$ cat src/hw/rtl/itr_pkg.sv
// Package for the integer to radix text converter.
// Holds the radix limits, character codes, the sequencer state type and the
// result beat type. It depends on nothing else.
`default_nettype none

package itr_pkg;

  localparam int unsigned RADIX_W = 6;
  localparam int unsigned CHAR_W  = 7;

  localparam logic [RADIX_W-1:0] RADIX_MIN   = 6'd2;
  localparam logic [RADIX_W-1:0] RADIX_MAX   = 6'd36;
  localparam logic [RADIX_W-1:0] DECIMAL     = 6'd10;
  localparam logic [RADIX_W-1:0] RADIX_RESET = 6'd10;

  localparam logic [CHAR_W-1:0] CHAR_NONE  = 7'h00;
  localparam logic [CHAR_W-1:0] CHAR_MINUS = 7'h2d;
  localparam logic [CHAR_W-1:0] CHAR_ZERO  = 7'h30;
  localparam logic [CHAR_W-1:0] CHAR_A     = 7'h61;

  typedef enum logic [2:0] {
    ST_IDLE,
    ST_DIV,
    ST_READ,
    ST_LOAD,
    ST_SEND
  } state_e;

  typedef struct packed {
    logic [CHAR_W-1:0] char_code;
    logic              last;
    logic              error;
  } out_beat_t;

  function automatic logic [CHAR_W-1:0] digit_char(input logic [RADIX_W-1:0] digit);
    logic [CHAR_W-1:0] d7;
    d7 = {1'b0, digit};
    if (digit < DECIMAL) begin
      return CHAR_ZERO + d7;
    end else begin
      return CHAR_A + d7 - {1'b0, DECIMAL};
    end
  endfunction

endpackage

`default_nettype wire

$ cat src/hw/rtl/itr_value_if.sv
// Input channel carrying one signed integer per beat.
// Depends on nothing else.
`default_nettype none

interface itr_value_if #(
  parameter int unsigned VALUE_WIDTH = 32
);
  logic                   valid;
  logic                   ready;
  logic [VALUE_WIDTH-1:0] value;

  modport source (output valid, output value, input ready);
  modport sink   (input valid, input value, output ready);
endinterface

`default_nettype wire

$ cat src/hw/rtl/itr_char_if.sv
// Output channel carrying one text character per beat with its flags.
// Depends on nothing else.
`default_nettype none

interface itr_char_if;
  logic       valid;
  logic       ready;
  logic [6:0] char_code;
  logic       last;
  logic       error;

  modport source (output valid, output char_code, output last, output error, input ready);
  modport sink   (input valid, input char_code, input last, input error, output ready);
endinterface

`default_nettype wire

$ cat src/hw/rtl/itr_cfg_if.sv
// Configuration write channel carrying the radix register's write data.
// Depends on nothing else.
`default_nettype none

interface itr_cfg_if;
  logic       valid;
  logic       ready;
  logic [5:0] radix;

  modport source (output valid, output radix, input ready);
  modport sink   (input valid, input radix, output ready);
endinterface

`default_nettype wire

$ cat src/hw/rtl/itr_div.sv
// Bit-serial restoring divider of an unsigned word by a 6-bit radix.
// One quotient bit per cycle. Depends on itr_pkg.
`default_nettype none

module itr_div
  import itr_pkg::*;
#(
  parameter int unsigned VALUE_WIDTH = 32
) (
  input  wire logic                   clk_i,
  input  wire logic                   rst_ni,
  input  wire logic                   start_i,
  input  wire logic [VALUE_WIDTH-1:0] dividend_i,
  input  wire logic [RADIX_W-1:0]     divisor_i,
  output logic                        done_o,
  output logic [VALUE_WIDTH-1:0]      quotient_o,
  output logic [RADIX_W-1:0]          remainder_o
);

  localparam int unsigned CNT_W = $clog2(VALUE_WIDTH + 1);

  logic [VALUE_WIDTH-1:0] quo_q, quo_d;
  logic [RADIX_W-1:0]     rem_q, rem_d;
  logic [CNT_W-1:0]       cnt_q, cnt_d;
  logic                   busy_q, busy_d;
  logic                   done_q, done_d;
  logic [RADIX_W:0]       trial;
  logic [RADIX_W:0]       diff;
  logic                   fits;

  assign trial = {rem_q, quo_q[VALUE_WIDTH-1]};
  assign diff  = trial - {1'b0, divisor_i};
  assign fits  = trial >= {1'b0, divisor_i};

  always_comb begin
    quo_d  = quo_q;
    rem_d  = rem_q;
    cnt_d  = cnt_q;
    busy_d = busy_q;
    done_d = 1'b0;
    if (start_i) begin
      quo_d  = dividend_i;
      rem_d  = '0;
      cnt_d  = CNT_W'(VALUE_WIDTH);
      busy_d = 1'b1;
    end else if (busy_q) begin
      quo_d = {quo_q[VALUE_WIDTH-2:0], fits};
      rem_d = fits ? diff[RADIX_W-1:0] : trial[RADIX_W-1:0];
      cnt_d = cnt_q - 1'b1;
      if (cnt_q == CNT_W'(1)) begin
        busy_d = 1'b0;
        done_d = 1'b1;
      end
    end
  end

  always_ff @(posedge clk_i or negedge rst_ni) begin
    if (!rst_ni) begin
      cnt_q  <= '0;
      busy_q <= 1'b0;
      done_q <= 1'b0;
    end else begin
      cnt_q  <= cnt_d;
      busy_q <= busy_d;
      done_q <= done_d;
    end
  end

  always_ff @(posedge clk_i) begin
    quo_q <= quo_d;
    rem_q <= rem_d;
  end

  assign done_o      = done_q;
  assign quotient_o  = quo_q;
  assign remainder_o = rem_q;

endmodule

`default_nettype wire

$ cat src/hw/rtl/integer_to_radix_text_top.sv
// Top level of the integer to radix text converter.
// Depends on itr_pkg, the three channel interfaces and itr_div.
//
// Usage: write the radix (2 to 36, reset value 10) on cfg_if while the block
// is idle; cfg_if.ready is always high. Each beat accepted on in_if carries a
// signed integer, and out_if then delivers its text one character per beat,
// most significant digit first, with last set on the final character. In
// radix 10 a negative value starts with a minus sign; other radices convert
// the raw bit pattern as unsigned. A radix outside 2 to 36 gives a single beat
// with error and last set and a character code of zero.
// Timing: in_if.ready is high only while idle. Each digit takes one pass of
// the shared bit-serial divider, and all digits of an item are converted
// before its first character is emitted.
// The next item can be accepted in the cycle after the last character leaves.
// Reset returns the sequencer to idle and the radix to 10. When the receiver
// stalls, the pending character is held stable and the remaining characters wait.
`default_nettype none

module integer_to_radix_text_top
  import itr_pkg::*;
#(
  parameter int unsigned VALUE_WIDTH = 32
) (
  input  wire logic  clk_i,
  input  wire logic  rst_ni,
  itr_value_if.sink  in_if,
  itr_char_if.source out_if,
  itr_cfg_if.sink    cfg_if
);

  localparam int unsigned AW = $clog2(VALUE_WIDTH);
  localparam int unsigned CW = $clog2(VALUE_WIDTH + 1);

  state_e                 state_q, state_d;
  logic [RADIX_W-1:0]     radix_q;
  logic [CW-1:0]          cnt_q, cnt_d;
  logic                   minus_q, minus_d;
  out_beat_t              out_q, out_d;
  logic [RADIX_W-1:0]     rd_q;
  logic [RADIX_W-1:0]     digit_mem [VALUE_WIDTH];

  logic                   radix_ok;
  logic                   negative;
  logic [VALUE_WIDTH-1:0] mag_in;
  logic                   div_start;
  logic [VALUE_WIDTH-1:0] div_dividend;
  logic                   div_done;
  logic [VALUE_WIDTH-1:0] div_quotient;
  logic [RADIX_W-1:0]     div_remainder;
  logic                   mem_we;
  logic [CW-1:0]          rd_ptr;

  assign radix_ok = (radix_q >= RADIX_MIN) && (radix_q <= RADIX_MAX);
  assign negative = (radix_q == DECIMAL) && in_if.value[VALUE_WIDTH-1];
  assign mag_in   = negative ? (~in_if.value + 1'b1) : in_if.value;
  assign rd_ptr   = cnt_q - 1'b1;

  itr_div #(
    .VALUE_WIDTH(VALUE_WIDTH)
  ) u_div (
    .clk_i      (clk_i),
    .rst_ni     (rst_ni),
    .start_i    (div_start),
    .dividend_i (div_dividend),
    .divisor_i  (radix_q),
    .done_o     (div_done),
    .quotient_o (div_quotient),
    .remainder_o(div_remainder)
  );

  always_comb begin
    state_d      = state_q;
    cnt_d        = cnt_q;
    minus_d      = minus_q;
    out_d        = out_q;
    div_start    = 1'b0;
    div_dividend = div_quotient;
    mem_we       = 1'b0;
    unique case (state_q)
      ST_IDLE: begin
        if (in_if.valid) begin
          if (!radix_ok) begin
            out_d   = '{char_code: CHAR_NONE, last: 1'b1, error: 1'b1};
            state_d = ST_SEND;
          end else begin
            minus_d      = negative;
            div_start    = 1'b1;
            div_dividend = mag_in;
            cnt_d        = '0;
            state_d      = ST_DIV;
          end
        end
      end
      ST_DIV: begin
        if (div_done) begin
          mem_we = 1'b1;
          cnt_d  = cnt_q + 1'b1;
          if (div_quotient != '0) begin
            div_start = 1'b1;
          end else if (minus_q) begin
            out_d   = '{char_code: CHAR_MINUS, last: 1'b0, error: 1'b0};
            state_d = ST_SEND;
          end else begin
            state_d = ST_READ;
          end
        end
      end
      ST_READ: begin
        cnt_d   = rd_ptr;
        state_d = ST_LOAD;
      end
      ST_LOAD: begin
        out_d   = '{char_code: digit_char(rd_q), last: (cnt_q == '0), error: 1'b0};
        state_d = ST_SEND;
      end
      ST_SEND: begin
        if (out_if.ready) begin
          state_d = out_q.last ? ST_IDLE : ST_READ;
        end
      end
      default: begin
        state_d = ST_IDLE;
      end
    endcase
  end

  always_ff @(posedge clk_i or negedge rst_ni) begin
    if (!rst_ni) begin
      state_q <= ST_IDLE;
      radix_q <= RADIX_RESET;
      cnt_q   <= '0;
    end else begin
      state_q <= state_d;
      cnt_q   <= cnt_d;
      if (cfg_if.valid) begin
        radix_q <= cfg_if.radix;
      end
    end
  end

  always_ff @(posedge clk_i) begin
    minus_q <= minus_d;
    out_q   <= out_d;
  end

  always_ff @(posedge clk_i) begin
    if (mem_we) begin
      digit_mem[cnt_q[AW-1:0]] <= div_remainder;
    end
    rd_q <= digit_mem[rd_ptr[AW-1:0]];
  end

  assign in_if.ready      = (state_q == ST_IDLE);
  assign cfg_if.ready     = 1'b1;
  assign out_if.valid     = (state_q == ST_SEND);
  assign out_if.char_code = out_q.char_code;
  assign out_if.last      = out_q.last;
  assign out_if.error     = out_q.error;

endmodule

`default_nettype wire
$ cat src/flat_wrapper.sv
// flat-port wrapper written by rule: the top's interface ports become plain ports
module integer_to_radix_text_top_flat import itr_pkg::*;
#(
  parameter int unsigned VALUE_WIDTH = 32
)
  (clk_i, rst_ni, in_if_valid, in_if_value, in_if_ready, out_if_valid, out_if_char_code, out_if_last, out_if_error, out_if_ready, cfg_if_valid, cfg_if_radix, cfg_if_ready);
  itr_value_if #(.VALUE_WIDTH(VALUE_WIDTH)) in_if_i ();
  itr_char_if out_if_i ();
  itr_cfg_if cfg_if_i ();
  input  wire logic clk_i;
  input  wire logic rst_ni;
  input wire logic [$bits(in_if_i.valid)-1:0] in_if_valid;
  input wire logic [$bits(in_if_i.value)-1:0] in_if_value;
  output wire logic [$bits(in_if_i.ready)-1:0] in_if_ready;
  output wire logic [$bits(out_if_i.valid)-1:0] out_if_valid;
  output wire logic [$bits(out_if_i.char_code)-1:0] out_if_char_code;
  output wire logic [$bits(out_if_i.last)-1:0] out_if_last;
  output wire logic [$bits(out_if_i.error)-1:0] out_if_error;
  input wire logic [$bits(out_if_i.ready)-1:0] out_if_ready;
  input wire logic [$bits(cfg_if_i.valid)-1:0] cfg_if_valid;
  input wire logic [$bits(cfg_if_i.radix)-1:0] cfg_if_radix;
  output wire logic [$bits(cfg_if_i.ready)-1:0] cfg_if_ready;
  assign in_if_i.valid = in_if_valid;
  assign in_if_i.value = in_if_value;
  assign in_if_ready = in_if_i.ready;
  assign out_if_valid = out_if_i.valid;
  assign out_if_char_code = out_if_i.char_code;
  assign out_if_last = out_if_i.last;
  assign out_if_error = out_if_i.error;
  assign out_if_i.ready = out_if_ready;
  assign cfg_if_i.valid = cfg_if_valid;
  assign cfg_if_i.radix = cfg_if_radix;
  assign cfg_if_ready = cfg_if_i.ready;
  integer_to_radix_text_top #(.VALUE_WIDTH(VALUE_WIDTH)) u_core (.clk_i(clk_i), .rst_ni(rst_ni), .in_if(in_if_i), .out_if(out_if_i), .cfg_if(cfg_if_i));
endmodule
$ cat config.mk
export PLATFORM = sky130hd
export DESIGN_NAME = integer_to_radix_text_top_flat
export DESIGN_NICKNAME = d
export VERILOG_FILES = /design/src/hw/rtl/itr_pkg.sv /design/src/hw/rtl/itr_value_if.sv /design/src/hw/rtl/itr_char_if.sv /design/src/hw/rtl/itr_cfg_if.sv /design/src/hw/rtl/itr_div.sv /design/src/hw/rtl/integer_to_radix_text_top.sv /design/src/flat_wrapper.sv
export SDC_FILE = /design/constraint.sdc
export NUM_CORES = 1
export LEC_CHECK = 0
export BUFFER_PORTS_ARGS = -buffer_cell sky130_fd_sc_hd__buf_2
export CAP_MARGIN = 20
export CORE_UTILIZATION = 55
export DETAILED_ROUTE_END_ITERATION = 10
export GPL_TIMING_DRIVEN = 0
export PLACE_DENSITY_LB_ADDON = 0.3
export SLEW_MARGIN = 40
export SYNTH_ARGS = -nofsm -noshare
export SYNTH_HDL_FRONTEND = slang
export SYNTH_HIERARCHICAL = 1
export SYNTH_SLANG_ARGS = --single-unit
$ cat constraint.sdc
create_clock -name clk_i -period 3.6 [get_ports clk_i]
set_input_delay 1.08 -clock clk_i [delete_from_list [all_inputs] [get_ports clk_i]]
set_output_delay 1.08 -clock clk_i [all_outputs]
set_load 0.01 [all_outputs]
### Yosys cells after proc, flatten, opt, wreduce, memory -nomap -nowiden

Memory sizes are Yosys's and may differ from the RTL's. A register that Yosys moved wholly into a read port is not among the register bits.
Cells that the tools add are included.

| word-level totals | value |
|---|---|
| RAM bits | 192 |
| output and inout port bits | 12 |
| memories kept | 1 |
| logic and storage cells | 98 |
| register bits | 71 |
| memory bits (read-only) | 0 |
| bits in latches | 0 |

Memory list:

| memory | depth | width | rd ports | clocked after memory_dff | write ports | RTL line | RTL |
|---|---|---|---|---|---|---|---|
| u_core.digit_mem | 32 | 6 | 1 | 1 | 1 | integer_to_radix_text_top.sv:40 | `logic [RADIX_W-1:0] digit_mem [VALUE_WIDTH];` |

| operators by class | value |
|---|---|
| $add $sub $neg | 8 |
| magnitude comparators | 4 |
| multiply operators | 0 |
| reduce and logical (&&, ||, !) cells | 13 |
| shifts and indexed selects | 0 |
| bitwise logic cells | 1 |
| div/mod/pow operators | 0 |
| equal/unequal tests | 16 |
| multiplexer cells | 43 |

Operators by type and width:

| cell | number |
|---|---|
| $mux W32 | 6 |
| $mux W9 | 5 |
| $mux W6 | 6 |
| $add A32 B1 Y32 const B | 1 |
| $not A32 Y32 | 1 |
| $reduce_bool A32 Y1 | 1 |
| $pmux W9 S3 | 1 |
| $mux W3 | 6 |
| $pmux W6 S3 | 1 |
| $pmux W3 S5 | 1 |
| $mux W1 | 14 |
| $ne A2 B2 Y1 const B | 6 |
| $reduce_and A4 Y1 | 3 |
| $sub A6 B1 Y6 const B | 2 |
| $ne A2 B1 Y1 const B | 4 |
| $add A6 B6 Y7 const A | 1 |
| $add A7 B6 Y7 const A | 1 |
| $ge A7 B6 Y1 | 1 |
| $mux W7 | 1 |
| $sub A7 B4 Y7 const B | 1 |
| $add A6 B1 Y6 const B | 1 |
| $eq A3 B2 Y1 const B | 2 |
| $eq A6 B1 Y1 const B | 1 |
| $eq A6 B4 Y1 const B | 1 |
| 15 further kinds | 17 |

### Depth between registers and ports, before layout

| depth | value |
|---|---|
| depth in word-level cells | 7 |
| depth in mapped cells | 11 |
| gate-level depth less buffers | 9 |

### Hierarchy

The synthesis kept the hierarchy.

By module, submodules not included:

| module | cells each | area an instance (sq um) | times used | seq. area each (sq um) |
|---|---|---|---|---|
| integer_to_radix_text_top | 723 | 10376.2 | 1 | 6563.8 |
| itr_div | 175 | 2287.2 | 1 | 1281.2 |

### Least setup slack after synthesis

Ideal clock, no wire load.

| timing path | value |
|---|---|
| kind | input to register |
| start | in in_if_valid |
| end | reg u_core.u_div.quo_q[0], in the netlist u_core/u_div/quotient_o[0] (enable) |
| stages | 9 |
| path slack | -9 ps |
| setup time | 387 ps |
| buffers on the path | 4 |
| data arrival time | 3222 ps |
| required time | 3213 ps |
| cell sequence | nand2_1 -> nor4_1 -> clkbuf_8 -> buf_6 -> o21bai_1 -> buf_2 -> buf_1 -> nor2_1 -> inv_1 |

| on the way | value |
|---|---|
| cells in the longest elaborated chain, start to end | 4 |

RTL lines:

| what | RTL line | RTL |
|---|---|---|
| start, declared | flat_wrapper.sv:12 | `input wire logic [$bits(in_if_i.valid)-1:0] in_if_valid;` |
| $mux W1 * | integer_to_radix_text_top.sv:81 | `if (in_if.valid) begin` |
| $pmux W1 S2 * | integer_to_radix_text_top.sv:79 | `unique case (state_q)` |
| via u_core.div_start | integer_to_radix_text_top.sv:45 | `logic div_start;` |
| $ne A2 B1 Y1 (no source line), or another cell as far along | - |  |
| $reduce_and A4 Y1 (no source line) * | - |  |
| end signal, assigned | itr_div.sv:70 | `quo_q <= quo_d;` |
| end, declared | itr_div.sv:22 | `logic [VALUE_WIDTH-1:0] quo_q, quo_d;` |

Mark *: on every way through the listed nets, which the timed path passes. The rest lies on a longest branch.
A chain may end at the register's enable or synchronous reset.

### Final worst setup path

| timing path | value |
|---|---|
| start | reg u_core.radix_q[0] |
| end | reg u_core.u_div.quo_q[25], in the netlist u_core/u_div/quotient_o[25] (enable) |

| on the way | value |
|---|---|
| cells in the longest elaborated chain, start to end | 7 |

RTL lines:

| what | RTL line | RTL |
|---|---|---|
| start, declared | integer_to_radix_text_top.sv:35 | `logic [RADIX_W-1:0] radix_q;` |
| start signal, assigned | integer_to_radix_text_top.sv:136 | `radix_q <= cfg_if.radix;` |
| $ge A6 B2 Y1 or $le A6 B6 Y1 (tied branches) | integer_to_radix_text_top.sv:53 | `assign radix_ok = (radix_q >= RADIX_MIN) && (radix_q <= RADIX_MAX);` |
| $logic_and A1 B1 Y1 * | integer_to_radix_text_top.sv:53 |  |
| $mux W1 * | integer_to_radix_text_top.sv:82 | `if (!radix_ok) begin` |
| $mux W1 * | integer_to_radix_text_top.sv:81 |  |
| $pmux W1 S2 * | integer_to_radix_text_top.sv:79 |  |
| via u_core.div_start | integer_to_radix_text_top.sv:45 |  |
| $ne A2 B1 Y1 (no source line), or another cell as far along | - |  |
| $reduce_and A4 Y1 (no source line) * | - |  |

Marked as above.

==> flow_summary.json <==
{
  "post-route-period-util_pct": 95.0,
  "postCtsHoldBufs": 0,
  "synth_area_per_cell_sq_um": 14.1,
  "synth_mux_area_share_pct": 14.4,
  "rows": 55,
  "yosysTopAreaCell": "edfxtp_1",
  "hp-class": "reg2reg",
  "synthCells": 898,
  "cts_buffers": 27,
  "start_util_pct": 55.9,
  "antenna_cells": 0,
  "synthFlopType": "edfxtp_1",
  "viasPerCell": 6.04,
  "start_kind": "flop",
  "synthSimpleGateAreaFrac_pct": 9.00,
  "ir_drop_mv": 0.535,
  "grt_pass1_vias": 7516,
  "timing.final.hold_violations": 0,
  "worstPathRequired_ns": 3.81,
  "slew_violations": 0,
  "synth_top_area_share_pct": 55.5,
  "clockRootBuffer": "clkbuf_16",
  "yosysSeqAreaShare_pct": 62.0,
  "syn_area_sq_mm": 0.0127,
  "hold_ws_ns": 0.491,
  "crit_type": "reg2reg",
  "ys_async_sr_fraction_pct": 8.55,
  "clkSinkCount": 269,
  "syn_to_final_growth_pct": 12.8,
  "grt_max_degree": 36,
  "clk_path_buf_depth": 3,
  "cts_tree": "done",
  "synth-edff-count": 234,
  "worstMarginPinSlew_ns": 0.783,
  "clk_pin_slew_ns": 0.06,
  "ys_top_cells_by_area": "edfxtp_1 (55%), mux4_2 (8.5%), mux2_2 (5.1%)",
  "end_kind": "flop",
  "drtIter0Drc": 813,
  "h-tree-depth": 1,
  "crit_arrival_ns": 3.63,
  "p_leak_nw": 4.86,
  "clk_latency_ns": 0.55,
  "cts_setup_buffers": 0,
  "grtUsageMet2_pct": 37.3,
  "setup_tns_ns": 0,
  "top_usage_layer": "met2",
  "hpwl_microns": 17700,
  "fmax_mhz": 292,
  "skew_ns": 0.0129,
  "crit_fanout": 19,
  "synth-compound-area-share_pct": 7.02,
  "yosysWarnings": 6,
  "synthAdderAreaFrac_pct": 2.13,
  "num_vias": 7769,
  "io_buffers": 52,
  "fin_crit_ns": 3.42,
  "final_nets": 1045,
  "max_cap_violations": 0,
  "die_h_microns": 154,
  "relSlewSlack_pct": 47.8,
  "finalWeightedCongestion": 0.894,
  "reg2reg_depth": 9,
  "layout.cells.non_filler": 1287,
  "total_power_mw": 11.8,
  "status": "complete, no violations",
  "io_pins": 55,
  "drcViolationCount": 0,
  "drive_above_1_share_pct": 24.5,
  "wl_per_cell_microns": 20.6,
  "antenna_found_initial": 0,
  "syn-num-nets": 962,
  "grt_pass1_wl_microns": 41700,
  "coreArea_sq_mm": 0.0226,
  "yosysUniqueCellTypes": 65,
  "synth-seq-cells": 269,
  "p_per_area_mw_per_mm2": 828,
  "die-area_sq_mm": 0.0236,
  "first_pass_iters": 7,
  "ant_nets": 0,
  "placed_cells": 1237,
  "die_w_microns": 154,
  "drt-total-wl_microns": 26500,
  "use_met1_pct": 32.3,
  "min_path_cells": 1,
  "grtUsageTotal_pct": 22.9,
  "yosys.area_share.xor_xnor_pct": 2.97,
  "gr-total-overflow": 0,
  "globalRouteMet3Util_pct": 3.35,
  "setup_viol": 0,
  "synth_top_family_by_area": "multiplexers"
}
## Yosys cell counts, types with 10 or more instances
master / n
edfxtp_1: 234
nor2_1: 109
mux2_2: 57
a21oi_1: 49
mux4_2: 48
nand2_1: 46
clkbuf_1: 28
xor2_1: 27
inv_1: 25
dfrtp_1: 21
ha_1: 20
o21ai_0: 20
nor4_1: 17
xnor2_1: 16
nor3_1: 15
dfxtp_1: 12
mux2i_1: 10
## worst max-delay path, stage by stage (launching register included)
cell and delay (ns):
dfrtp_1 0.42, o211ai_1 0.34, nand3_1 0.19, nor4_1 0.51, clkbuf_8 0.29, buf_6 0.15
o21bai_1 0.29, buf_4 0.37, nor2_1 0.18, clkinvlp_4 0.35
## final timing paths
kind,start,to,slack (ns)
min reg2reg,u_core/cnt_q[5]$_DFFE_PN0P_,u_core/cnt_q[5]$_DFFE_PN0P_,0.49
max in group asynchronous,rst_ni,u_core/u_div/cnt_q[0]$_DFFE_PN0P_,2.68
min,u_core/cnt_q[5]$_DFFE_PN0P_,u_core/cnt_q[5]$_DFFE_PN0P_,0.49
max,u_core/radix_q[0]$_DFFE_PN0P_,u_core/u_div/quotient_o[25]$_DFFE_PP_,0.18
min in group asynchronous,rst_ni,u_core/radix_q[5]$_DFFE_PN0P_,0.53
max reg2reg,u_core/radix_q[0]$_DFFE_PN0P_,u_core/u_div/quotient_o[25]$_DFFE_PP_,0.18
## sequential cells by signal (all words and copies together) (netlist names), 3 cells and up
register                  cells
u_core/digit_mem            192
u_core/u_div/quotient_o      32
u_core/out_if.char_code       7
u_core/rd_q                   6
u_core/state_q                3
u_core/u_div/cnt_q            6
u_core/cnt_q                  6
u_core/u_div/remainder_o      6
u_core/radix_q                6
## cell type report
class                           count  area, sq um
Sequential cell                   269         7850
Fill cell                        1620         8360
Clock buffer                       35          736
Clock inverter                     15          178
Timing Repair Buffer               54          270
Timing Repair inverter              1         7.51
Tap cell                          285          357
Inverter                           25         97.6
Buffer                             45          248
Multi-Input combinational cell    558         4540
## cell families (layout without fill, tap and decap cells)
kind of cell | Yosys count | in the layout
other | 1 | 1
multiplexers | 115 | 115
AND/OR/NAND/NOR | 240 | 240
adder cells (fa/ha/maj) | 21 | 21
XOR/XNOR | 43 | 43
flip-flops | 269 | 269
buffers and inverters | 71 | 175
AO/OA/AOI/OAI | 138 | 138
## power breakdown
group,total [mW],internal (mW),switching (mW),leakage [nW]
Clock,2.86,1.68,1.18,0.451
Combinational,4.08,1.87,2.21,1.87
Sequential,4.89,4.24,0.653,2.53
## through the flow
| stage | utilization, % | area, sq um | setup slack, ns |
|---|---|---|---|
| global route | 63.1 | 14300 | -0.0194 |
| global placement | 58.7 | 13300 | -0.643 |
| floorplan | - | 12700 | 0.158 |
| finish | 63.1 | 14300 | 0.180 |
| CTS | 62.9 | 14200 | 0.00303 |
| detailed placement | 58.8 | 13300 | -0.727 |
## placed cells by master (no fill, tap or decap), types with 7 or more instances in the layout
cell type    n
mux4_2      48
ha_1        20
nor2_1     109
inv_1       24
a211oi_1     7
nand2_1     46
nor4_1      15
xnor2_1     16
mux2_2      57
nand2b_1     9
clkbuf_16   27
o21ai_0     20
o31ai_1      9
mux2i_1     10
nand3_1      7
xor2_1      26
buf_2       57
a31oi_1      9
edfxtp_1   234
nor3_1      15
clkbuf_1    28
o211ai_1     8
dfrtp_1     21
a21oi_1     49
## timing repair
action | CTS | global route
pin swaps | 0 | 0
gates cloned | 1 | 0
gates resized for setup | 11 | 10
setup endpoints to repair | 40 | 38
## layer usage
| layer | share of wire, % | wire [microns] |
|---|---|---|
| met1 | 43 | 11300 |
| met2 | 48 | 12800 |
| met3 | 6.9 | 1840 |
| met4 | 2.3 | 616 |
| met5 | 0 | 0 |
(Power assumes the default switching activity.)
